## src/sv/hca_pkg.sv

```systemverilog
package hca_pkg;

  localparam int MODE_W  = 3;
  localparam int CH_W    = 8;
  localparam int ALPHA_W = 13;
  localparam int AMT_W   = 16;
  localparam int HUE_W   = 15;
  localparam int PCT_W   = 15;

  // hue in 1/64 degree
  localparam logic [HUE_W-1:0] HUE_TURN       = 15'd23040;
  localparam logic [HUE_W-1:0] HUE_HALF       = 15'd11520;
  localparam logic [HUE_W-1:0] HUE_THIRD      = 15'd7680;
  localparam logic [HUE_W-1:0] HUE_TWO_THIRDS = 15'd15360;
  localparam logic [HUE_W-1:0] HUE_SIXTH      = 15'd3840;

  // percentages in 1/256 percent
  localparam logic [PCT_W-1:0] PCT_FULL = 15'd25600;
  localparam logic [PCT_W-1:0] PCT_HALF = 15'd12800;

  // rgb to hsl dividers
  localparam int DIV_NUM_W  = 25;
  localparam int DIV_DEN_W  = 10;
  localparam int DIV_Q_W    = 15;
  localparam int DIV_STAGES = DIV_Q_W;

  // lightness: (sum * 2560 + 25) / 51 as a multiply by ceil(2^27 / 51) and a shift
  localparam logic [21:0] L_RECIP = 22'd2631721;

  // hsl to rgb output scaling: bias is 25600^2 * 3840
  localparam logic [51:0] CH_BIAS   = 52'd2516582400000;
  localparam logic [12:0] CH_RECIP  = 13'd7158;
  localparam logic [13:0] CH_DIVSOR = 14'd9375;

  localparam logic [MODE_W-1:0] MODE_QUERY      = 3'd0;
  localparam logic [MODE_W-1:0] MODE_HUE_SHIFT  = 3'd1;
  localparam logic [MODE_W-1:0] MODE_LIGHTEN    = 3'd2;
  localparam logic [MODE_W-1:0] MODE_DARKEN     = 3'd3;
  localparam logic [MODE_W-1:0] MODE_SATURATE   = 3'd4;
  localparam logic [MODE_W-1:0] MODE_DESATURATE = 3'd5;
  localparam logic [MODE_W-1:0] MODE_GRAYSCALE  = 3'd6;
  localparam logic [MODE_W-1:0] MODE_COMPLEMENT = 3'd7;

  typedef struct packed {
    logic [MODE_W-1:0]       mode;
    logic [CH_W-1:0]         red;
    logic [CH_W-1:0]         green;
    logic [CH_W-1:0]         blue;
    logic [ALPHA_W-1:0]      alpha;
    logic signed [AMT_W-1:0] amount;
  } item_t;

  typedef struct packed {
    logic [CH_W-1:0]    out_red;
    logic [CH_W-1:0]    out_green;
    logic [CH_W-1:0]    out_blue;
    logic [ALPHA_W-1:0] out_alpha;
    logic [HUE_W-1:0]   hue_of_input;
    logic [PCT_W-1:0]   saturation_of_input;
    logic [PCT_W-1:0]   lightness_of_input;
  } result_t;

  typedef struct packed {
    item_t            item;
    logic [HUE_W-1:0] hue;
    logic [PCT_W-1:0] sat;
    logic [PCT_W-1:0] light;
  } hsl_entry_t;

  typedef struct packed {
    logic       valid;
    hsl_entry_t data;
  } hsl_push_t;

endpackage

```

## src/sv/hca_div.sv

```systemverilog
module hca_div (
  input  logic                            clk,
  input  logic [hca_pkg::DIV_NUM_W-1:0]   num,
  input  logic [hca_pkg::DIV_DEN_W-1:0]   den,
  output logic [hca_pkg::DIV_Q_W-1:0]     quo
);

  // one quotient bit per stage, restoring
  logic [hca_pkg::DIV_NUM_W-1:0] rem [0:hca_pkg::DIV_Q_W-1];
  logic [hca_pkg::DIV_DEN_W-1:0] dv  [0:hca_pkg::DIV_Q_W-1];
  logic [hca_pkg::DIV_Q_W-1:0]   qa  [0:hca_pkg::DIV_Q_W];

  always_ff @(posedge clk) begin
    rem[0] <= num;
    dv[0]  <= den;
    qa[0]  <= '0;
  end

  genvar k;
  for (k = 0; k < hca_pkg::DIV_Q_W; k++) begin : g_stage
    localparam int SH = hca_pkg::DIV_Q_W - 1 - k;
    logic [hca_pkg::DIV_NUM_W-1:0] trial;
    logic                          fits;

    assign trial = hca_pkg::DIV_NUM_W'(dv[k]) << SH;
    assign fits  = rem[k] >= trial;

    always_ff @(posedge clk) begin
      qa[k+1] <= qa[k] | (hca_pkg::DIV_Q_W'(fits) << SH);
    end

    if (k < hca_pkg::DIV_Q_W - 1) begin : g_carry
      always_ff @(posedge clk) begin
        rem[k+1] <= fits ? rem[k] - trial : rem[k];
        dv[k+1]  <= dv[k];
      end
    end
  end

  assign quo = qa[hca_pkg::DIV_Q_W];

endmodule

```

## src/sv/hca_front.sv

```systemverilog
module hca_front (
  input  logic               clk,
  input  logic               rst,
  input  logic               accept,
  input  hca_pkg::item_t     item,
  output hca_pkg::hsl_push_t push
);

  typedef struct packed {
    hca_pkg::item_t              item;
    logic                        grey;
    logic [hca_pkg::PCT_W-1:0]   light;
  } info_t;

  logic           v0;
  hca_pkg::item_t item_q;

  logic [7:0]  r, g, b, mx, mn, delta;
  logic [8:0]  sum, den_s;
  logic [11:0] t;
  logic        grey;

  logic [hca_pkg::DIV_NUM_W-1:0] num_h, num_s;
  logic [hca_pkg::DIV_DEN_W-1:0] den_h, den_s2;
  logic [hca_pkg::DIV_Q_W-1:0]   q_h, q_s;

  logic [20:0]               l_y;
  logic [42:0]               l_p;
  logic [hca_pkg::PCT_W-1:0] light_c;

  info_t                       info_pipe [0:hca_pkg::DIV_STAGES];
  logic [hca_pkg::DIV_STAGES:0] vpipe;

  always_ff @(posedge clk) begin
    if (rst) begin
      v0    <= 1'b0;
      vpipe <= '0;
    end else begin
      v0    <= accept;
      vpipe <= {vpipe[hca_pkg::DIV_STAGES-1:0], v0};
    end
  end

  always_ff @(posedge clk) begin
    if (accept) begin
      item_q <= item;
    end
  end

  always_comb begin
    r = item_q.red;
    g = item_q.green;
    b = item_q.blue;
    mx = r;
    if (g > mx) mx = g;
    if (b > mx) mx = b;
    mn = r;
    if (g < mn) mn = g;
    if (b < mn) mn = b;
    delta = mx - mn;
    sum   = {1'b0, mx} + {1'b0, mn};
    den_s = (sum < 9'd255) ? sum : 9'd510 - sum;
    grey  = (delta == 8'd0);
    if (r == mx) begin
      if (g >= b) t = 12'(g) - 12'(b);
      else        t = 12'(delta) * 12'd6 + 12'(g) - 12'(b);
    end else if (g == mx) begin
      t = {3'b0, delta, 1'b0} + 12'(b) - 12'(r);
    end else begin
      t = {2'b0, delta, 2'b0} + 12'(r) - 12'(g);
    end
    // round half up: (2n + d) / 2d
    num_h  = 25'(t) * 25'd7680 + 25'(delta);
    den_h  = {1'b0, delta, 1'b0};
    num_s  = 25'(delta) * 25'd51200 + 25'(den_s);
    den_s2 = {den_s, 1'b0};
    // lightness rounded: (sum * 5120 + 51) / 102, halved then by reciprocal
    l_y     = 21'(sum) * 21'd2560 + 21'd25;
    l_p     = 43'(l_y) * 43'(hca_pkg::L_RECIP);
    light_c = l_p[41:27];
  end

  hca_div u_div_h (.clk(clk), .num(num_h), .den(den_h),  .quo(q_h));
  hca_div u_div_s (.clk(clk), .num(num_s), .den(den_s2), .quo(q_s));

  always_ff @(posedge clk) begin
    info_pipe[0] <= '{item: item_q, grey: grey, light: light_c};
    for (int k = 0; k < hca_pkg::DIV_STAGES; k++) begin
      info_pipe[k+1] <= info_pipe[k];
    end
  end

  always_comb begin
    push.valid      = vpipe[hca_pkg::DIV_STAGES];
    push.data.item  = info_pipe[hca_pkg::DIV_STAGES].item;
    push.data.light = info_pipe[hca_pkg::DIV_STAGES].light;
    if (info_pipe[hca_pkg::DIV_STAGES].grey) begin
      push.data.hue = '0;
      push.data.sat = '0;
    end else begin
      push.data.hue = (q_h == hca_pkg::HUE_TURN) ? '0 : q_h;
      push.data.sat = q_s;
    end
  end

endmodule

```

## config.mk

```make
export PLATFORM = sky130hd
export DESIGN_NAME = hca_front
export DESIGN_NICKNAME = d
export VERILOG_FILES = /design/src/sv/hca_pkg.sv /design/src/sv/hca_div.sv /design/src/sv/hca_front.sv
export SDC_FILE = /design/constraint.sdc
export NUM_CORES = 2
export LEC_CHECK = 0
export ABC_AREA = 1
export BUFFER_PORTS_ARGS = -buffer_cell sky130_fd_sc_hd__buf_2
export CORE_UTILIZATION = 60
export CTS_BUF_LIST = sky130_fd_sc_hd__clkbuf_8
export DETAILED_ROUTE_END_ITERATION = 7
export PLACE_DENSITY = 0.73
export SYNTH_ARGS = -nofsm -noshare
export SYNTH_HDL_FRONTEND = slang
export SYNTH_SLANG_ARGS = --single-unit
```

## constraint.sdc

```tcl
create_clock -name clk -period 11.5 [get_ports clk]
set_input_delay 1.725 -clock clk [delete_from_list [all_inputs] [get_ports clk]]
set_output_delay 1.725 -clock clk [all_outputs]
set_load 0.02 [all_outputs]
```

After elaboration in Yosys (flattened, before gate mapping)
Memories as Yosys holds them, arrays and structs flattened.
Cells that the tools add are included.
{ "op_classes": {"n_mux": 38, "n_reduce_logical": 1, "n_mul": 5, "bitwise_logic": 30, "n_lt_le_gt_ge": 36, "eq_ne": 3, "n_addsub": 41} }
{ "ops": {"columns": ["cell", "count"], "rows": [
  ["$mux 25", 28],
  ["$ge 25x10->1", 2],
  ["$ge 25x11->1", 2],
  ["$ge 25x12->1", 2],
  ["$ge 25x13->1", 2],
  ["$ge 25x14->1", 2],
  ["$ge 25x15->1", 2],
  ["$ge 25x16->1", 2],
  ["$ge 25x17->1", 2],
  ["$ge 25x18->1", 2],
  ["$ge 25x19->1", 2],
  ["$ge 25x20->1", 2],
  ["$ge 25x21->1", 2],
  ["$ge 25x22->1", 2],
  ["$ge 25x23->1", 2],
  ["$ge 25x24->1", 2],
  ["$sub 25x11->25", 2],
  ["$sub 25x12->25", 2],
  ["$sub 25x13->25", 2],
  ["$sub 25x14->25", 2],
  ["$sub 25x15->25", 2],
  ["$sub 25x16->25", 2],
  ["$sub 25x17->25", 2],
  ["$sub 25x18->25", 2],
  ["51 further kinds", 80]
]} }
{ "word_totals": {"mem_bits_rw": 2682, "out_inout_bits": 102, "ff_bits": 73, "mem_count": 7, "input_bits": 59} }
{ "mem_list": {"columns": ["memory", "words", "word_bits", "rd", "rd_ports_with_merged_regs", "write_ports", "line_no", "text"], "rows": [
  ["info_pipe", 16, 72, 16, 0, 16, "hca_front.sv:31", "info_t info_pipe [0:hca_pkg::DIV_STAGES];"],
  ["u_div_h.rem", 15, 25, 15, 0, 15, "hca_div.sv:9", "logic [hca_pkg::DIV_NUM_W-1:0] rem [0:hca_pkg::DIV_Q_W-1];"],
  ["u_div_s.rem", 15, 25, 15, 0, 15, "hca_div.sv:9", null],
  ["u_div_h.qa", 16, 15, 16, 0, 16, "hca_div.sv:11", "logic [hca_pkg::DIV_Q_W-1:0] qa [0:hca_pkg::DIV_Q_W];"],
  ["u_div_s.qa", 16, 15, 16, 0, 16, "hca_div.sv:11", null],
  ["u_div_h.dv", 15, 10, 15, 0, 15, "hca_div.sv:10", "logic [hca_pkg::DIV_DEN_W-1:0] dv [0:hca_pkg::DIV_Q_W-1];"],
  ["1 more memories", null, null, null, null, null, null, null]
]} }

Logic depth before layout (Yosys ltp)
{ "depth": {"ltp_word": 12, "ltp_mapped": 74} }

Cells and area by module
Synthesis repeated with hierarchy kept, for this count alone.
{ "unflattened": {"hier_cells": 10398, "area_unflattened_um2": 93668.6} }
{ "by_module_without_submodules": {"columns": ["mod", "instances", "area_each_um2", "cells_per_inst"], "rows": [
  ["hca_front", 1, 36561.3, 2898],
  ["hca_div at u_div_h", 1, 28676.3, 3754],
  ["hca_div at u_div_s", 1, 28431.0, 3746]
]} }

Least setup slack after synthesis
Ideal clock, no wire load.
{ "synth_timing": {"path_kind": "reg2reg", "from": "reg item_q (netlist bit r[7])", "to": "mem info_pipe[0][12] in the netlist's numbering", "n_path_buf": 3, "synth_period_minus_slack_ps": 9522, "setup_ps": 120, "arrival_ps": 9402, "required_time_ps": 11380, "slack_ps": 1978, "stages_incl_launch_ff": 55, "cell_sequence": "edfxtp_1 > inv_1 > ha_1 > a21o_1 > nor2_2 > nand2_4 > buf_2 > clkbuf_1 > o21ai_0 > inv_1 > ha_1 > o21ai_0 > nand2_1 > a31oi_1 > o21ai_2 > buf_2 > o21ai_0 > ha_1 > [19 not listed] > inv_1 > fa_1 > inv_1 > ha_1 > inv_1 > fa_1 > fa_1 > inv_1 > ha_1 > ha_1 > a21oi_1 > o21ai_0 > a21oi_1 > o21bai_1 > a21oi_1 > o21ai_0 > nand2_1 > nand2_1"} }
{ "synth_lines": {"columns": ["element", "line_no", "text"], "rows": [
  ["from (decl)", "hca_front.sv:16", "hca_pkg::item_t item_q;"],
  ["from (signal assigned)", "hca_front.sv:46", "item_q <= item;"],
  ["to (decl)", "hca_front.sv:31", null]
]} }

==> results.py <==
metrics = {
    "clock_network": {
        "cts_setup_buffers": 0,
        "path_clk_slew_ns": 0.06,
        "clk_latency_ns": 0.97,
        "cts.path.max_buffers": 4,
        "cts_tree": "done",
        "postCtsHoldBufs": 0,
        "clock_sinks": 2215,
        "cts_buffers": 335,
        "clockRootBuffer": "clkbuf_8",
        "cts.htree.levels": 5,
    },
    "placement": {
        "finalWeightedCongestion": 0.9162,
        "hpwl_mm": 96.26,
        "portBuffers": 160,
        "post_dp_cell_area_mm2": 0.07748,
    },
    "drt": {
        "dr_wl_met3_mm": 4.611,
        "via_count": 46220,
        "wl_met2_mm": 64.33,
        "postRouteAntennaNets": 0,
        "drtPass1Iterations": 8,
        "remaining_drc_errors": 13,
        "wl_per_cell_um": 13.77,
        "wirelength_met1_mm": 57.98,
        "dr.max_layer_used": "met4",
        "drtIter0Drc": 2387,
        "vias_per_cell": 4.856,
        "drt_wl_total_mm": 131.1,
    },
    "timing": {
        "hold_violations": 0,
        "drv_slew": 0,
        "finClkSkew_ns": 0.1195,
        "tightest_slew_ns": 1.119,
        "finalCritPeriodShare_pct": 92.76,
        "holdWs_ns": 0.2044,
        "tns_ns": 0,
        "fmax_mhz": 93.74,
        "slew_headroom_pct": 25.15,
        "setup_viol": 0,
        "rsz0062_at_grt": "false",
        "min_period_ns": 10.67,
    },
    "grt": {
        "grt_usage_pct": 20.76,
        "grt_pass1_wl_mm": 216.7,
        "antenna_found_initial": 2,
        "grt_pass1_vias": 46550,
        "grt_max_degree": 40,
        "overflow": 0,
    },
    "floorplan": {
        "core_mm2": 0.1241,
        "start_util_pct": 60.70,
        "die_width_um": 356.4,
        "rows": 129,
        "chipHeight_um": 356.4,
        "die-area_mm2": 0.1270,
        "pin_count": 161,
    },
    "yosys": {
        "yosys-top-cells-area": "dfxtp_1 (57%), ha_1 (8.9%), inv_1 (4.7%)",
        "ys_warn_count": 0,
        "syn_inst": 7254,
        "ys_seq_area_share_pct": 59.60,
        "synth_edf_count": 56,
        "synthFlopType": "dfxtp_1",
        "ys_seq_elements": 2215,
        "ys_types": 71,
        "synthArstFlopShare_pct": 0,
        "synth_top_area_share_pct": 57.36,
        "synth_nets": 7950,
        "synth_top_area_cell": "dfxtp_1",
        "synth.cell_area_mm2": 0.07535,
        "syn_avg_cell_area_um2": 10.39,
    },
    "critical_path": {
        "cp-end-kind": "flop",
        "critPathKind": "flop to flop",
        "crit_slowest_cell": "edfxtp_1",
        "worst_ep_required_time_ns": 12.32,
        "startpoint_type": "flop",
        "max_stage_delay_ns": 0.50,
        "cp.arrival_ns": 11.49,
        "crit_fanout": 28,
        "cp_common_cell": "ha_1",
    },
    "run_status": {
        "violations": "design-rule violations",
        "status": "finished, violations left",
    },
    "finish": {
        "drive_gt1_share_pct": 9.670,
        "nFillCells": 9297,
        "syn2layout_area_growth_pct": 12.05,
        "nets": 8329,
        "design_area_mm2": 0.08443,
    },
    "run": {
        "drv_cap": 0,
    },
    "worst_hold_path": {
        "hold_path_class": "flop to flop",
    },
}
## path summary, 6_finish.rpt
check / start / endpoint / slack [ns] / depth (start not counted)
max: r[5]$_DFFE_PP_ / info_pipe[0][12]$_DFF_P_ / 0.83 / 50
min: info_pipe[1][414]$_DFF_P_ / info_pipe[1][486]$_DFF_P_ / 0.20 / 0
min reg2reg: info_pipe[1][414]$_DFF_P_ / info_pipe[1][486]$_DFF_P_ / 0.20 / 0
max reg2reg: r[5]$_DFFE_PP_ / info_pipe[0][12]$_DFF_P_ / 0.83 / 50
## sequential cells by signal, indices dropped and copies added, names as in the netlist, 8 cells and up
signal,count
b,8
g,8
r,8
u_div_s.dv,35
info_pipe,1152
u_div_s.rem,332
item_q,32
vpipe,16
u_div_h.dv,54
u_div_s.qa,120
u_div_h.rem,329
u_div_h.qa,120
## kinds of logic (layout without fill, tap and decap cells)
kind of cell / count (synthesis) / in the layout / share of synthesized area [%]
XOR/XNOR: 431 / 431 / 5.020
adder cells (fa/ha/maj): 637 / 637 / 11.61
other: 0 / 2 / 0
flip-flops: 2215 / 2215 / 59.60
AND/OR/NAND/NOR: 2001 / 2001 / 11.42
multiplexers: 3 / 3 / 0.04152
buffers and inverters: 1098 / 1724 / 5.932
AO/OA/AOI/OAI: 869 / 869 / 6.377
## metal layers
| metal | global-route usage (%) | up-vias |
|---|---|---|
| met1 | 24.88 | 20920 |
| met2 | 36.57 | 866 |
| li1 | - | 24120 |
| met3 | 3.616 | 312 |
| met4 | 8.790 | 0 |
| met5 | 0 | - |
## placed cells by master, fill, tap and decap left out, types with 102 or more instances in the layout
master    netlist  routed
ha_1          533     533
inv_1         950    1036
nor2_1        536     536
nand3_1       217     217
o21ai_0       309     308
clkbuf_8        0     425
nand2_1       903     903
xnor2_1       162     162
nand4_1       102     102
buf_2          17     160
dfxtp_1      2159    2159
xor2_1        268     268
a21oi_1       378     378
fa_1          104     104
## critical path, delay by kind of cell (launching register included)
kind                     cells  cell delay, ns
AND/OR/NAND/NOR             12            1.22
XOR/XNOR                     2            0.72
buffers and inverters        8            0.70
flip-flops                   1            0.50
AO/OA/AOI/OAI               15            2.85
adder cells (fa/ha/maj)     13            4.56
## area by class of cell
class / instances / area (um^2) / share of cell area [%]
well taps: 1637 / 2048 / 2.426
flip-flops and latches: 2215 / 44900 / 53.19
clock buffers: 425 / 5849 / 6.928
diodes: 2 / 5.005 / 0.005928
multi-input cells: 3941 / 26000 / 30.80
repair buffers: 179 / 943.4 / 1.117
inverters: 961 / 3610 / 4.276
clock inverters: 159 / 1067 / 1.264
## Yosys cell counts, types with 5 or more instances
master / n
a2111oi_0: 5
a211oi_1: 16
a21boi_0: 5
a21o_1: 9
a21oi_1: 378
a31o_2: 5
a31oi_1: 25
and2_1: 6
buf_2: 17
buf_4: 78
clkbuf_1: 34
dfxtp_1: 2159
edfxtp_1: 56
fa_1: 104
ha_1: 533
inv_1: 950
inv_2: 7
nand2_1: 903
nand2_2: 16
nand3_1: 217
nand3_2: 9
nand3b_1: 9
nand4_1: 102
nor2_1: 536
nor2_2: 9
nor3_1: 95
nor4_1: 62
o2111ai_1: 12
o211ai_1: 13
o21a_1: 7
o21ai_0: 309
o21ai_1: 18
o21ai_2: 6
o21bai_1: 17
o31ai_1: 13
or2_2: 22
xnor2_1: 162
xor2_1: 268
## stage by stage
stage / setup WS, ns / std cells / utilization [%]
after global placement: 0.9749 / 8933 / 62.42
after CTS: 0.6993 / 9517 / 67.99
after detailed placement: 0.7248 / 8933 / 62.42
after global routing: 0.02443 / 9519 / 68.02
after floorplan: 1.978 / 7254 / -
final: 0.8327 / 9519 / 68.02
## what timing repair did
action	CTS	global route
setup endpoints to repair	0	6
gates resized for setup	0	5
endpoints found under the hold margin	0	0
Power is not shown: default switching activity piles up to over one toggle a cycle in this logic, so the estimate is an artifact.
