`src/sv/hca_pkg.sv`:
```
package hca_pkg;

  localparam int MODE_W  = 3;
  localparam int CH_W    = 8;
  localparam int ALPHA_W = 13;
  localparam int AMT_W   = 16;
  localparam int HUE_W   = 15;
  localparam int PCT_W   = 15;

  // hue in 1/64 degree
  localparam logic [HUE_W-1:0] HUE_TURN       = 15'd23040;
  localparam logic [HUE_W-1:0] HUE_HALF       = 15'd11520;
  localparam logic [HUE_W-1:0] HUE_THIRD      = 15'd7680;
  localparam logic [HUE_W-1:0] HUE_TWO_THIRDS = 15'd15360;
  localparam logic [HUE_W-1:0] HUE_SIXTH      = 15'd3840;

  // percentages in 1/256 percent
  localparam logic [PCT_W-1:0] PCT_FULL = 15'd25600;
  localparam logic [PCT_W-1:0] PCT_HALF = 15'd12800;

  // rgb to hsl dividers
  localparam int DIV_NUM_W  = 25;
  localparam int DIV_DEN_W  = 10;
  localparam int DIV_Q_W    = 15;
  localparam int DIV_STAGES = DIV_Q_W;

  // lightness: (sum * 2560 + 25) / 51 as a multiply by ceil(2^27 / 51) and a shift
  localparam logic [21:0] L_RECIP = 22'd2631721;

  // hsl to rgb output scaling: bias is 25600^2 * 3840
  localparam logic [51:0] CH_BIAS   = 52'd2516582400000;
  localparam logic [12:0] CH_RECIP  = 13'd7158;
  localparam logic [13:0] CH_DIVSOR = 14'd9375;

  localparam logic [MODE_W-1:0] MODE_QUERY      = 3'd0;
  localparam logic [MODE_W-1:0] MODE_HUE_SHIFT  = 3'd1;
  localparam logic [MODE_W-1:0] MODE_LIGHTEN    = 3'd2;
  localparam logic [MODE_W-1:0] MODE_DARKEN     = 3'd3;
  localparam logic [MODE_W-1:0] MODE_SATURATE   = 3'd4;
  localparam logic [MODE_W-1:0] MODE_DESATURATE = 3'd5;
  localparam logic [MODE_W-1:0] MODE_GRAYSCALE  = 3'd6;
  localparam logic [MODE_W-1:0] MODE_COMPLEMENT = 3'd7;

  typedef struct packed {
    logic [MODE_W-1:0]       mode;
    logic [CH_W-1:0]         red;
    logic [CH_W-1:0]         green;
    logic [CH_W-1:0]         blue;
    logic [ALPHA_W-1:0]      alpha;
    logic signed [AMT_W-1:0] amount;
  } item_t;

  typedef struct packed {
    logic [CH_W-1:0]    out_red;
    logic [CH_W-1:0]    out_green;
    logic [CH_W-1:0]    out_blue;
    logic [ALPHA_W-1:0] out_alpha;
    logic [HUE_W-1:0]   hue_of_input;
    logic [PCT_W-1:0]   saturation_of_input;
    logic [PCT_W-1:0]   lightness_of_input;
  } result_t;

  typedef struct packed {
    item_t            item;
    logic [HUE_W-1:0] hue;
    logic [PCT_W-1:0] sat;
    logic [PCT_W-1:0] light;
  } hsl_entry_t;

  typedef struct packed {
    logic       valid;
    hsl_entry_t data;
  } hsl_push_t;

endpackage

```
`src/sv/hca_queue.sv`:
```
module hca_queue (
  input  logic               clk,
  input  logic               rst,
  input  hca_pkg::hsl_push_t push,
  output hca_pkg::hsl_push_t head,
  output logic               full
);

  hca_pkg::hsl_entry_t entries [0:1];
  logic                wp, rp;
  logic [1:0]          count;
  logic                pop;

  assign pop  = (count != 2'd0);
  assign full = (count == 2'd2);

  always_ff @(posedge clk) begin
    if (rst) begin
      wp    <= 1'b0;
      rp    <= 1'b0;
      count <= 2'd0;
    end else begin
      if (push.valid) wp <= ~wp;
      if (pop) rp <= ~rp;
      count <= count + 2'(push.valid) - 2'(pop);
    end
  end

  always_ff @(posedge clk) begin
    if (push.valid) begin
      entries[wp] <= push.data;
    end
  end

  assign head.valid = pop;
  assign head.data  = entries[rp];

endmodule

```
`config.mk`:
```
export PLATFORM = sky130hd
export DESIGN_NAME = hca_queue
export DESIGN_NICKNAME = d
export VERILOG_FILES = /design/src/sv/hca_pkg.sv /design/src/sv/hca_queue.sv
export SDC_FILE = /design/constraint.sdc
export NUM_CORES = 1
export LEC_CHECK = 0
export ABC_AREA = 1
export BUFFER_PORTS_ARGS = -buffer_cell sky130_fd_sc_hd__buf_2
export CAP_MARGIN = 10
export CORE_ASPECT_RATIO = 0.7
export CORE_MARGIN = 3
export CORE_UTILIZATION = 47
export CTS_BUF_LIST = sky130_fd_sc_hd__clkbuf_16
export CTS_CLUSTER_DIAMETER = 100
export DETAILED_ROUTE_END_ITERATION = 6
export PLACE_DENSITY_LB_ADDON = 0.08
export SETUP_SLACK_MARGIN = 0.1
export SYNTH_ARGS = -nofsm -noshare
export SYNTH_HDL_FRONTEND = slang
export SYNTH_SLANG_ARGS = --single-unit
```
`constraint.sdc`:
```
create_clock -name clk -period 5.6 [get_ports clk]
set_input_delay 0.84 -clock clk [delete_from_list [all_inputs] [get_ports clk]]
set_output_delay 0.84 -clock clk [all_outputs]
set_load 0.05 [all_outputs]
```
* Word-level counts from Yosys, hierarchy flattened
Memory sizes are Yosys's and may differ from the RTL's. A register that Yosys moved wholly into a read port is not among the register bits. Cells that the tools add are included.
Storage, ports and cells: bits in latches 0, register bits 4, memory bits (writable) 202, memory bits (read-only) 0, output and inout bits 103, input port bits 104, memories kept 1
Operators by class: $lt $le $gt $ge 0, add/sub/neg operators 2, div/mod/pow operators 0, multiply operators 0, shifts and indexed selects 0, mux-type cells 4, eq/ne operators 1, bitwise logic cells 2, reduce and logical (&&, ||, !) cells 1
Memories:
- entries | words 2, width 101, rd ports 1, clocked after memory_dff 1, wr ports 1, RTL line hca_queue.sv:9 | hca_pkg::hsl_entry_t entries [0:1];
Operators with widths (number):
- $mux W1 | 4
- $add A2 B1 Y2 | 1
- $eq A2 B2 Y1 const B | 1
- $not A1 Y1 | 2
- $reduce_bool A2 Y1 | 1
- $sub A2 B1 Y2 | 1

* Longest topological paths before layout
Gate-level depths: netlist of run 1.
word-level depth 3, depth in mapped cells 6, mapped depth without buffers 6

* Least setup slack after synthesis of run 1
Ideal clock, no wire load.
kind input-to-reg, start point input port push[101] in the netlist's numbering, end point memory entries[0][0] in the netlist's numbering, enable pin, setup slack -72 ps, required time 5036 ps, data arrival time 5108 ps, cell stages on the path 2, cells stage by stage inv_1 -> nor2_1
On the way: cells in the longest elaborated chain, start to end 2
Ends and longest elaborated chain:
- from (decl) | RTL line hca_queue.sv:4 | input hca_pkg::hsl_push_t push,
- $mux W1 | RTL line hca_queue.sv:30 | if (push.valid) begin
- $mux W1 (implied by the code) | RTL line hca_queue.sv:31 | entries[wp] <= push.data;
- to (decl) | RTL line hca_queue.sv:9
Every way passes these cells.

==> results.md, run 1 <==
* Fraction of the cycle the final worst path needs at 0.587
* Post-CTS resize count at 0
* Total of flip-flops plus latches after synthesis at 207
* Cell chain of the critical path: buf_4 > nand2_1 > o21ai_0 > buf_2
* Post-synthesis net count at 663
* Clk Latency, worst-skew pair at 480 ps
* Area growth from synthesis to layout at 23.7%
* Wire length of the first global-routing pass at 23,200 um
* Mean routed wirelength per cell at 14.6 um
* Total negative slack at 0 ps
* Global route total overflow at 0
* Buffer cell driving the clock tree root: sky130_fd_sc_hd__clkbuf_16
* Required arrival time at the worst endpoint at 4760 ps
* Final max-slew violation count at 0
* Path type of the worst min-delay path: reg2reg
* Via/cell ratio at 4.60
* Pin count of the biggest net entering global routing at 77
* Number of distinct library cell variants in the gate-level netlist after synthesis at 16
* Hold slack final at 520 ps
* Total of endpoints with negative setup slack in the final report at 0
* Initial antenna violation count at 2
* RSZ-0062 raised after global routing: no
* Global-route layer with the greatest usage: met2
* Total power density per cell area at 382 nW/um2
* Transition at the pin with the smallest max-transition slack at 796 ps
* Total number of vias at 4,606
* Global routing usage on met2 at 0.268
* Clk sink count at 207
* Number of buffers inserted to repair setup after CTS at 0
* Maximum frequency from static timing analysis at 304 MHz
* Worst-path maximum fanout at 76
* Initial Util at 0.489
* Dominant cells by area after synthesis: sky130_fd_sc_hd__edfxtp_1 (79%), sky130_fd_sc_hd__o21ai_0 (6.1%), sky130_fd_sc_hd__inv_1 (5.3%)
* Met3 capacity usage during global routing at 0.0498
* Kind of critical path: reg2out
* Drt total wl at 14,600 um
* Outcome: completed
* CTS Hold Buffers Added at 0
* Area share of the largest cell type after synthesis at 0.786
* Vertical extent of the die at 113 um
* Maximum Capacitance Violations at 0
* Ys Warns at 0
* Residual DRC count at 0
* Setup ws final at 2310 ps
* Largest buffer count on any clock path at 3
* Average cell area after synthesis at 13.8 um2
* Clock buffers created by TritonCTS at 20
* Setup Skew at 8.57 ps
* CP Capture Type: output port
* Portion of the post-synthesis area used by sequential elements at 0.799
* Vias in the first global route at 4,598
* Port Buffer Count at 206
* Ratio of cells with drive above 1 in the final layout at 0.307
* Syn Inst Count at 558
* Antenna diodes at 0
* Number of iterations in the first detailed-routing pass at 4
* Count of antenna-violating nets left after detailed routing at 0
* Relative slew slack at 0.469
* Flop2flop setup slack at 3490 ps
* Worst ir drop on vdd at 0.238 mV
* Startpoint type of the worst setup path: flip-flop
* Core area at 15,800 um2
* H-tree level count at 1
* Iter 0 DRT Violations at 293
* Total count of hold-check failures in the final report at 0
* Cell accounting for the most synthesized area: sky130_fd_sc_hd__edfxtp_1
* Pwr Total at 3.65 mW
* Detailed-placement wirelength estimate at 9720 um
* CP max stage delay at 770 ps
* GR Layer Usage met1 at 0.211
* Worst setup timing slack at the placement stage at 2770 ps
* Final critical delay including setup and external delays at 3290 ps
* Number of placed I/O pins at 207
* Die Outline Area at 18,000 um2
* Critical path data arrival time at 2450 ps
* Post-Synthesis Cell Area at 7720 um2
* RePlAce Congestion at 0.738
* NumNets Final at 873
* Clock slew seen by the registers of the worst setup and hold paths at 60 ps
* Num rows at 38
* Die extent in x at 159 um
* CTS tree: done
* Overall routing resource usage at 0.161
* Cell type of the slowest stage on the worst timing path: sky130_fd_sc_hd__dfxtp_4
* Leakage at 3.99 nW
-- per-stage QoR --
stage	utilization	cell area, um2	cells
floorplan	-	7720	558
global placement	0.563	8890	966
detailed placement	0.563	8890	966
CTS	0.605	9550	1001
global route	0.605	9550	1001
finish	0.605	9550	1001
-- synth_stat cells --
| cell | count |
|---|---|
| sky130_fd_sc_hd__edfxtp_1 | 202 |
| sky130_fd_sc_hd__inv_1 | 108 |
| sky130_fd_sc_hd__nand2_1 | 105 |
| sky130_fd_sc_hd__o21ai_0 | 94 |
| sky130_fd_sc_hd__buf_6 | 10 |
| sky130_fd_sc_hd__nor2_1 | 10 |
| sky130_fd_sc_hd__buf_2 | 8 |
| sky130_fd_sc_hd__o21ai_1 | 7 |
| sky130_fd_sc_hd__dfxtp_1 | 5 |
| sky130_fd_sc_hd__buf_4 | 3 |
| sky130_fd_sc_hd__a21oi_1 | 1 |
| sky130_fd_sc_hd__clkbuf_1 | 1 |
| sky130_fd_sc_hd__clkbuf_2 | 1 |
| sky130_fd_sc_hd__ha_1 | 1 |
| sky130_fd_sc_hd__nand3_1 | 1 |
| sky130_fd_sc_hd__nor3_1 | 1 |
-- flip-flops by register name, summed over array words and instances (netlist names), named ones only --
register,cells
count,2
rp,1
wp,1
entries,202
-- final timing paths --
path,cells after the start,endpoint,startpoint
worst max-delay path,4,head[30],flip-flop
worst min-delay path,3,flip-flop,rp
worst max register to register,3,entries[1][45],wp
worst min register to register,3,flip-flop,rp
-- layer usage --
metal	wire [um]	up-vias	part of all wire
li1	-	2297	-
met1	6330	2135	0.43
met2	6780	148	0.47
met3	1190	22	0.081
met4	253	4	0.017
met5	27	-	0.0019
-- cell usage in the layout, fill, tap and decap left out --
cell type,netlist,layout
sky130_fd_sc_hd__buf_2,8,206
sky130_fd_sc_hd__edfxtp_1,202,202
sky130_fd_sc_hd__inv_1,108,112
sky130_fd_sc_hd__nand2_1,105,105
sky130_fd_sc_hd__o21ai_0,94,94
sky130_fd_sc_hd__clkbuf_16,0,21
sky130_fd_sc_hd__nor2_1,10,9
sky130_fd_sc_hd__o21ai_1,7,7
sky130_fd_sc_hd__buf_4,3,5
sky130_fd_sc_hd__clkinv_1,0,4
sky130_fd_sc_hd__dfxtp_1,5,4
sky130_fd_sc_hd__bufinv_16,0,3
sky130_fd_sc_hd__clkinv_2,0,2
sky130_fd_sc_hd__inv_4,0,1
sky130_fd_sc_hd__nor2_4,0,1
sky130_fd_sc_hd__nor3_1,1,1
sky130_fd_sc_hd__a21oi_1,1,1
sky130_fd_sc_hd__nand3_1,1,1
sky130_fd_sc_hd__ha_1,1,1
sky130_fd_sc_hd__dfxtp_4,0,1
-- area by class of cell --
class                   count  area (um2)
flip-flops and latches    207        6170
fillers                  1279        6230
inverters                 108         408
well taps                 220         275
clock buffers              21         526
clock inverters            14         134
repair buffers            211        1070
multi-input cells         220         972
-- power by group --
part / internal [mW] / leakage [nW] / total, mW / switching [mW]
sequential: 1.79 / 1.94 / 1.82 / 0.0262
clock: 0.812 / 0.342 / 1.33 / 0.516
combinational: 0.103 / 1.71 / 0.499 / 0.396
total: 2.71 / 3.99 / 3.65 / 0.939
-- worst max-delay path: cells and delay by family (launching register included) --
family,cells,cell delay (ps)
AO/OA/AOI/OAI,1,170
flip-flops,1,770
buffers and inverters,2,920
AND/OR/NAND/NOR,1,80
-- logic make-up after synthesis --
group,count (synthesis),synth area share
flip-flops,207,0.799
buffers and inverters,131,0.0763
AND/OR/NAND/NOR,117,0.0572
AO/OA/AOI/OAI,102,0.0661
adder cells (fa/ha/maj),1,0.00162
No activity file was read; power rests on OpenSTA's default activity.
==> inputs of run 2 (changes only) <==
Clock period 5.6 ns to 2.6 ns, I/O delays scaled along.
==> results.md, run 2 (same netlist as run 1, synthesis figures left out) <==
* Outcome: completed
* Total power density per cell area at 828 nW/um2 (+120%)
* Maximum Capacitance Violations at 0 (unchanged)
* Initial Util at 0.489 (unchanged)
* Die extent in x at 159 um (unchanged)
* Flip-flop count of the largest register, all copies and words added at 202 (unchanged)
* Combinational cell fraction of total power at 0.137 (about the same)
* RSZ-0062 raised after global routing: no
* Wire length of the first global-routing pass at 23,300 um (+0.33%)
* Final core utilization at 0.612 (+0.00658)
* Final critical delay including setup and external delays at 2270 ps
* Startpoint type of the worst setup path: flip-flop
* Most common library cell in the layout ignoring fill and taps: sky130_fd_sc_hd__buf_2
* Area of the multi-input gates at 972 um2 (unchanged)
* Origin of the worst min-delay path: push[97]
* Detailed-placement wirelength estimate at 9780 um (+0.56%)
* Residual DRC count at 0 (unchanged)
* Total of endpoints with negative setup slack in the final report at 0 (unchanged)
* Sequential Power Share at 0.489 (-0.010)
* Kind of critical path: reg2out
* Path type of the worst min-delay path: in2reg
* Via/cell ratio at 4.57 (-0.60%)
* Maximum frequency from static timing analysis at 441 MHz
* CTS tree: done
* Final max-slew violation count at 0 (unchanged)
* RePlAce Congestion at 0.790 (+7.0%)
* Clock buffers created by TritonCTS at 20 (unchanged)
* Required arrival time at the worst endpoint at 2210 ps (-2550 ps)
* Mean routed wirelength per cell at 14.8 um (+1.4%)
* Largest reg by FF count: entries
* Worst reg2reg path startpoint: wp
* Vias in the first global route at 4,631 (+0.72%)
* Setup Skew at 12.0 ps (+3.48 ps)
* Worst ir drop on vdd at 0.470 mV (+98%)
* Total internal power at 5.94 mW (+120%)
* Clk pwr share at 0.374 (+0.010)
* Transition at the pin with the smallest max-transition slack at 725 ps (-71.3 ps)
* Post-CTS resize count at 0 (unchanged)
* Clk sink count at 207 (unchanged)
* Number of buffers inserted to repair setup after CTS at 0 (unchanged)
* Buffer cell driving the clock tree root: sky130_fd_sc_hd__clkbuf_16
* Total number of vias at 4,615 (+0.20%)
* Iter 0 DRT Violations at 256 (-13%)
* Worst-path maximum fanout at 35 (-54%)
* Ratio of cells with drive above 1 in the final layout at 0.311 (+0.00353)
* Number of iterations in the first detailed-routing pass at 4 (unchanged)
* FF+latch area at 6170 um2 (unchanged)
* Die Outline Area at 18,000 um2 (unchanged)
* Core area at 15,800 um2 (unchanged)
* Critical path data arrival time at 1880 ps (-570 ps)
* Global route total overflow at 0 (unchanged)
* CTS Hold Buffers Added at 0 (unchanged)
* Pin count of the biggest net entering global routing at 65 (-16%)
* Leakage at 4.02 nW (+0.78%)
* Vertical extent of the die at 113 um (unchanged)
* H-tree level count at 1 (unchanged)
* Most used cells in the layout excluding fill and tap cells: sky130_fd_sc_hd__buf_2 (206), sky130_fd_sc_hd__edfxtp_1 (202), sky130_fd_sc_hd__inv_1 (111)
* Count of antenna-violating nets left after detailed routing at 0 (unchanged)
* Fraction of the cycle the final worst path needs at 0.871
* Drt total wl at 14,900 um (+2.3%)
* Port Buffer Count at 206 (unchanged)
* CP Capture Type: output port
* Largest buffer count on any clock path at 3 (unchanged)
* Total negative slack at 0 ps (unchanged)
* Clk Latency, worst-skew pair at 480 ps (about the same)
* Registers with the highest flip-flop counts: entries x202, count x2
* Sw Share at 0.257 (-0.000360)
* Clock slew seen by the registers of the worst setup and hold paths at 70 ps (about the same)
* Relative slew slack at 0.517 (+0.0476)
* Num rows at 38 (unchanged)
* Switching power total at 2.06 mW (+120%)
* Initial antenna violation count at 3 (+1)
* Number of placed I/O pins at 207 (unchanged)
* Overall routing resource usage at 0.162 (+0.00101)
* Total count of hold-check failures in the final report at 0 (unchanged)
* Area growth from synthesis to layout at 25.1%
* NumNets Final at 877 (+0.46%)
* Number of inserted filler cells in the final layout at 1,262 (-1.3%)
[run 2: final timing paths]
path,endpoint,slack [ps],cells past startpoint
max,head[98],330,4
min,entries[0][97],90,1
max reg2reg,entries[1][29],1030,3
min reg2reg,rp,530,3
[run 2: critical path, cell delays in order, from the launching register on]
cell and delay (ps):
sky130_fd_sc_hd__dfxtp_4 580, sky130_fd_sc_hd__buf_4 340, sky130_fd_sc_hd__nand2_1 70, sky130_fd_sc_hd__o21ai_0 90, sky130_fd_sc_hd__buf_2 300
[run 2: layout make-up]
type,count,area share
repair buffers,215,0.118
clock inverters,14,0.0165
clock buffers,21,0.0544
well taps,220,0.0285
multi-input cells,220,0.101
diodes,4,0.00104
inverters,108,0.0424
flip-flops and latches,207,0.639
[run 2: metrics by stage]
| step | hold slack (ps) | total power [mW] | cell area, um2 | setup WS (ps) | std cells |
|---|---|---|---|---|---|
| floorplan | 461 | 4.77 | 7730 | 239 | 558 |
| global placement | 510 | 5.07 | 8960 | 829 | 970 |
| detailed placement | 515 | 5.09 | 8960 | 817 | 970 |
| CTS | 66.2 | 8.09 | 9650 | 271 | 1005 |
| global route | 69.4 | 8.32 | 9650 | 175 | 1006 |
| finish | 91.3 | 8.00 | 9660 | 335 | 1009 |
[run 2: power by group through the flow]
stage | registers, mW | clock network (mW) | logic, mW
floorplan | 3.97 | 0 | 0.800
global placement | 3.98 | 0 | 1.09
detailed placement | 3.98 | 0 | 1.11
CTS | 3.91 | 3.07 | 1.11
global route | 3.92 | 3.22 | 1.17
finish | 3.91 | 2.99 | 1.10
[run 2: routing by layer]
metal | up-vias | global-route usage | part of all wire
li1 | 2310 | - | -
met1 | 2114 | 0.219 | 0.45
met2 | 152 | 0.249 | 0.43
met3 | 35 | 0.0542 | 0.085
met4 | 4 | 0.0548 | 0.029
met5 | - | 0 | 0.0014
==> inputs of run 3 (changes only) <==
Settings changed: CORE_ASPECT_RATIO 0.7 to not set.
==> results.md, run 3 (same netlist as run 1, synthesis figures left out) <==
* Outcome: completed
* Path type of the worst min-delay path: in2reg
* Most common library cell in the layout ignoring fill and taps: sky130_fd_sc_hd__buf_2
* Cells after DPL at 961 (-0.93%)
* Filler-free cell count of the finished design at 1,002 (-0.69%)
* GR Layer Usage met1 at 0.201 (-0.0184)
* Met3 capacity usage during global routing at 0.0536 (-0.000515)
* Relative slew slack at 0.606 (+0.0887)
* Final core utilization at 0.601 (-0.0110)
* Wire length of the first global-routing pass at 22,500 um (-3.4%)
* Global routing usage on met2 at 0.256 (+0.00700)
* Total negative slack at 0 ps (unchanged)
* Largest buffer count on any clock path at 3 (unchanged)
* Setup Skew at 6.82 ps (-5.23 ps)
* Die Outline Area at 18,000 um2 (-0.13%)
* Vertical extent of the die at 134 um (+18%)
* Startpoint type of the worst setup path: flip-flop
* Area growth from synthesis to layout at 24.5%
* Worst R2R Path Depth at 3 (unchanged)
* Detailed-placement wirelength estimate at 9110 um (-6.8%)
* Transition at the pin with the smallest max-transition slack at 591 ps (-133 ps)
* Number of buffer and inverter stages on the critical path at 2 (unchanged)
* Worst Hold Depth at 1 (unchanged)
* Post-CTS resize count at 0 (unchanged)
* NumNets Final at 874 (-0.34%)
* Fraction of the cycle the final worst path needs at 0.863 (-0.00860)
* Required arrival time at the worst endpoint at 2210 ps (about the same)
* CP max stage delay at 370 ps (-210 ps)
* CP Capture Type: output port
* Buffer cell driving the clock tree root: sky130_fd_sc_hd__clkbuf_16
* Port Buffer Count at 206 (unchanged)
* CTS Hold Buffers Added at 0 (unchanged)
* Leakage at 4.00 nW (-0.40%)
* Count of antenna-violating nets left after detailed routing at 0 (unchanged)
* Die extent in x at 134 um (-16%)
* Clk Latency, worst-skew pair at 490 ps (about the same)
* Total count of hold-check failures in the final report at 0 (unchanged)
* Via/cell ratio at 4.56 (-0.26%)
* Kind of critical path: reg2out
* Core area at 16,000 um2 (+1.4%)
* Initial Util at 0.482 (-0.00658)
* Ratio of cells with drive above 1 in the final layout at 0.311 (unchanged)
* Number of placed I/O pins at 207 (unchanged)
* Residual DRC count at 0 (unchanged)
* Hold slack final at 88.6 ps (-2.71 ps)
* Flop2flop setup slack at 1130 ps (+100 ps)
* Path length in cells of the critical path at 4 (unchanged)
* Num rows at 46 (+21%)
* Worst-path maximum fanout at 132 (+280%)
* Registers with the highest flip-flop counts: entries x202, count x2
* Pwr Total at 7.86 mW (-1.8%)
* Total power density per cell area at 817 nW/um2 (-1.3%)
* Number of iterations in the first detailed-routing pass at 4 (unchanged)
* Flip-flop count of the largest register, all copies and words added at 202 (unchanged)
* RSZ-0062 raised after global routing: no
* Iter 0 DRT Violations at 314 (+23%)
* Total number of vias at 4,571 (-0.95%)
* RePlAce Congestion at 0.724 (-8.3%)
* Maximum frequency from static timing analysis at 446 MHz (+1.0%)
* Most used cells in the layout excluding fill and tap cells: sky130_fd_sc_hd__buf_2 (206), sky130_fd_sc_hd__edfxtp_1 (202), sky130_fd_sc_hd__inv_1 (112)
* Initial antenna violation count at 1 (-2)
* Reg2reg end: entries[1][44]
* Vias in the first global route at 4,530 (-2.2%)
* Clock buffers created by TritonCTS at 22 (+10%)
* Final max-slew violation count at 0 (unchanged)
* Worst reg2reg path startpoint: wp
* Largest delay share family, worst path: buffers and inverters
* Largest reg by FF count: entries
* Global route total overflow at 0 (unchanged)
* Mean routed wirelength per cell at 14.4 um (-2.3%)
* H-tree level count at 1 (unchanged)
* Drt total wl at 14,500 um (-3.0%)
* Global-route layer with the greatest usage: met2
* Final critical delay including setup and external delays at 2240 ps (-22.4 ps)
* Clock slew seen by the registers of the worst setup and hold paths at 60 ps (about the same)
* Cell chain of the critical path: buf_12 > nand2_1 > o21ai_0 > buf_2
* Total of endpoints with negative setup slack in the final report at 0 (unchanged)
* Overall routing resource usage at 0.156 (-0.00586)
* End point of the most critical hold path: entries[0][40]
* CTS tree: done
* Maximum Capacitance Violations at 0 (unchanged)
* Critical path data arrival time at 1850 ps (-30 ps)
* Pin count of the biggest net entering global routing at 133 (+100%)
* Number of buffers inserted to repair setup after CTS at 0 (unchanged)
* Worst ir drop on vdd at 0.680 mV (+45%)
* Origin of the worst min-delay path: push[40]
* Clk sink count at 207 (unchanged)
* Cell type of the slowest stage on the worst timing path: sky130_fd_sc_hd__dfxtp_4
==> run 3: cell count changes in the layout (fill, tap and decap cells not counted), sizes merged <==
cell | previous run | this run
clkbuf | 21 | 23
bufinv | 4 | 1
clkinvlp | 1 | 2
diode | 4 | 1
inv | 111 | 112
buf | 215 | 210
clkinv | 6 | 10
==> run 3: layer usage <==
metal | wire length (um) | vias up
li1 | - | 2300
met1 | 6110 | 2097
met2 | 6790 | 146
met3 | 1190 | 26
met4 | 356 | 2
met5 | 13 | -
==> run 3: final cells by class <==
cell class / count / area, um2
Inverter: 108 / 409
Antenna cell: 1 / 2.50
Multi-Input combinational cell: 220 / 972
Timing Repair Buffer: 210 / 1110
Tap cell: 216 / 270
Fill cell: 1354 / 6390
Sequential cell: 207 / 6170
Clock inverter: 17 / 101
Clock buffer: 23 / 576
==> run 3: power breakdown <==
group / leakage (nW) / switching, mW / internal (mW) / total, mW
Sequential: 1.94 / 0.0399 / 3.86 / 3.90
Combinational: 1.71 / 0.864 / 0.231 / 1.09
Clock: 0.354 / 1.17 / 1.69 / 2.86
Total: 4.00 / 2.07 / 5.78 / 7.86
==> run 3: metrics by stage <==
stage                     setup WS (ps)  instance area (um2)
after floorplan                     239                 7730
after global placement              914                 8930
after detailed placement            887                 8930
after CTS                           369                 9610
after global routing                201                 9610
final                               357                 9610
==> run 3: worst max-delay path by stage <==
stage	start	to	slack, ps
final	flip-flop	head[29]	360
after CTS	flip-flop	head[29]	370
after floorplan	push[101]	entries[1][0]	240
after global placement	flip-flop	head[29]	910
after global routing	flip-flop	head[50]	200
after detailed placement	flip-flop	head[29]	890
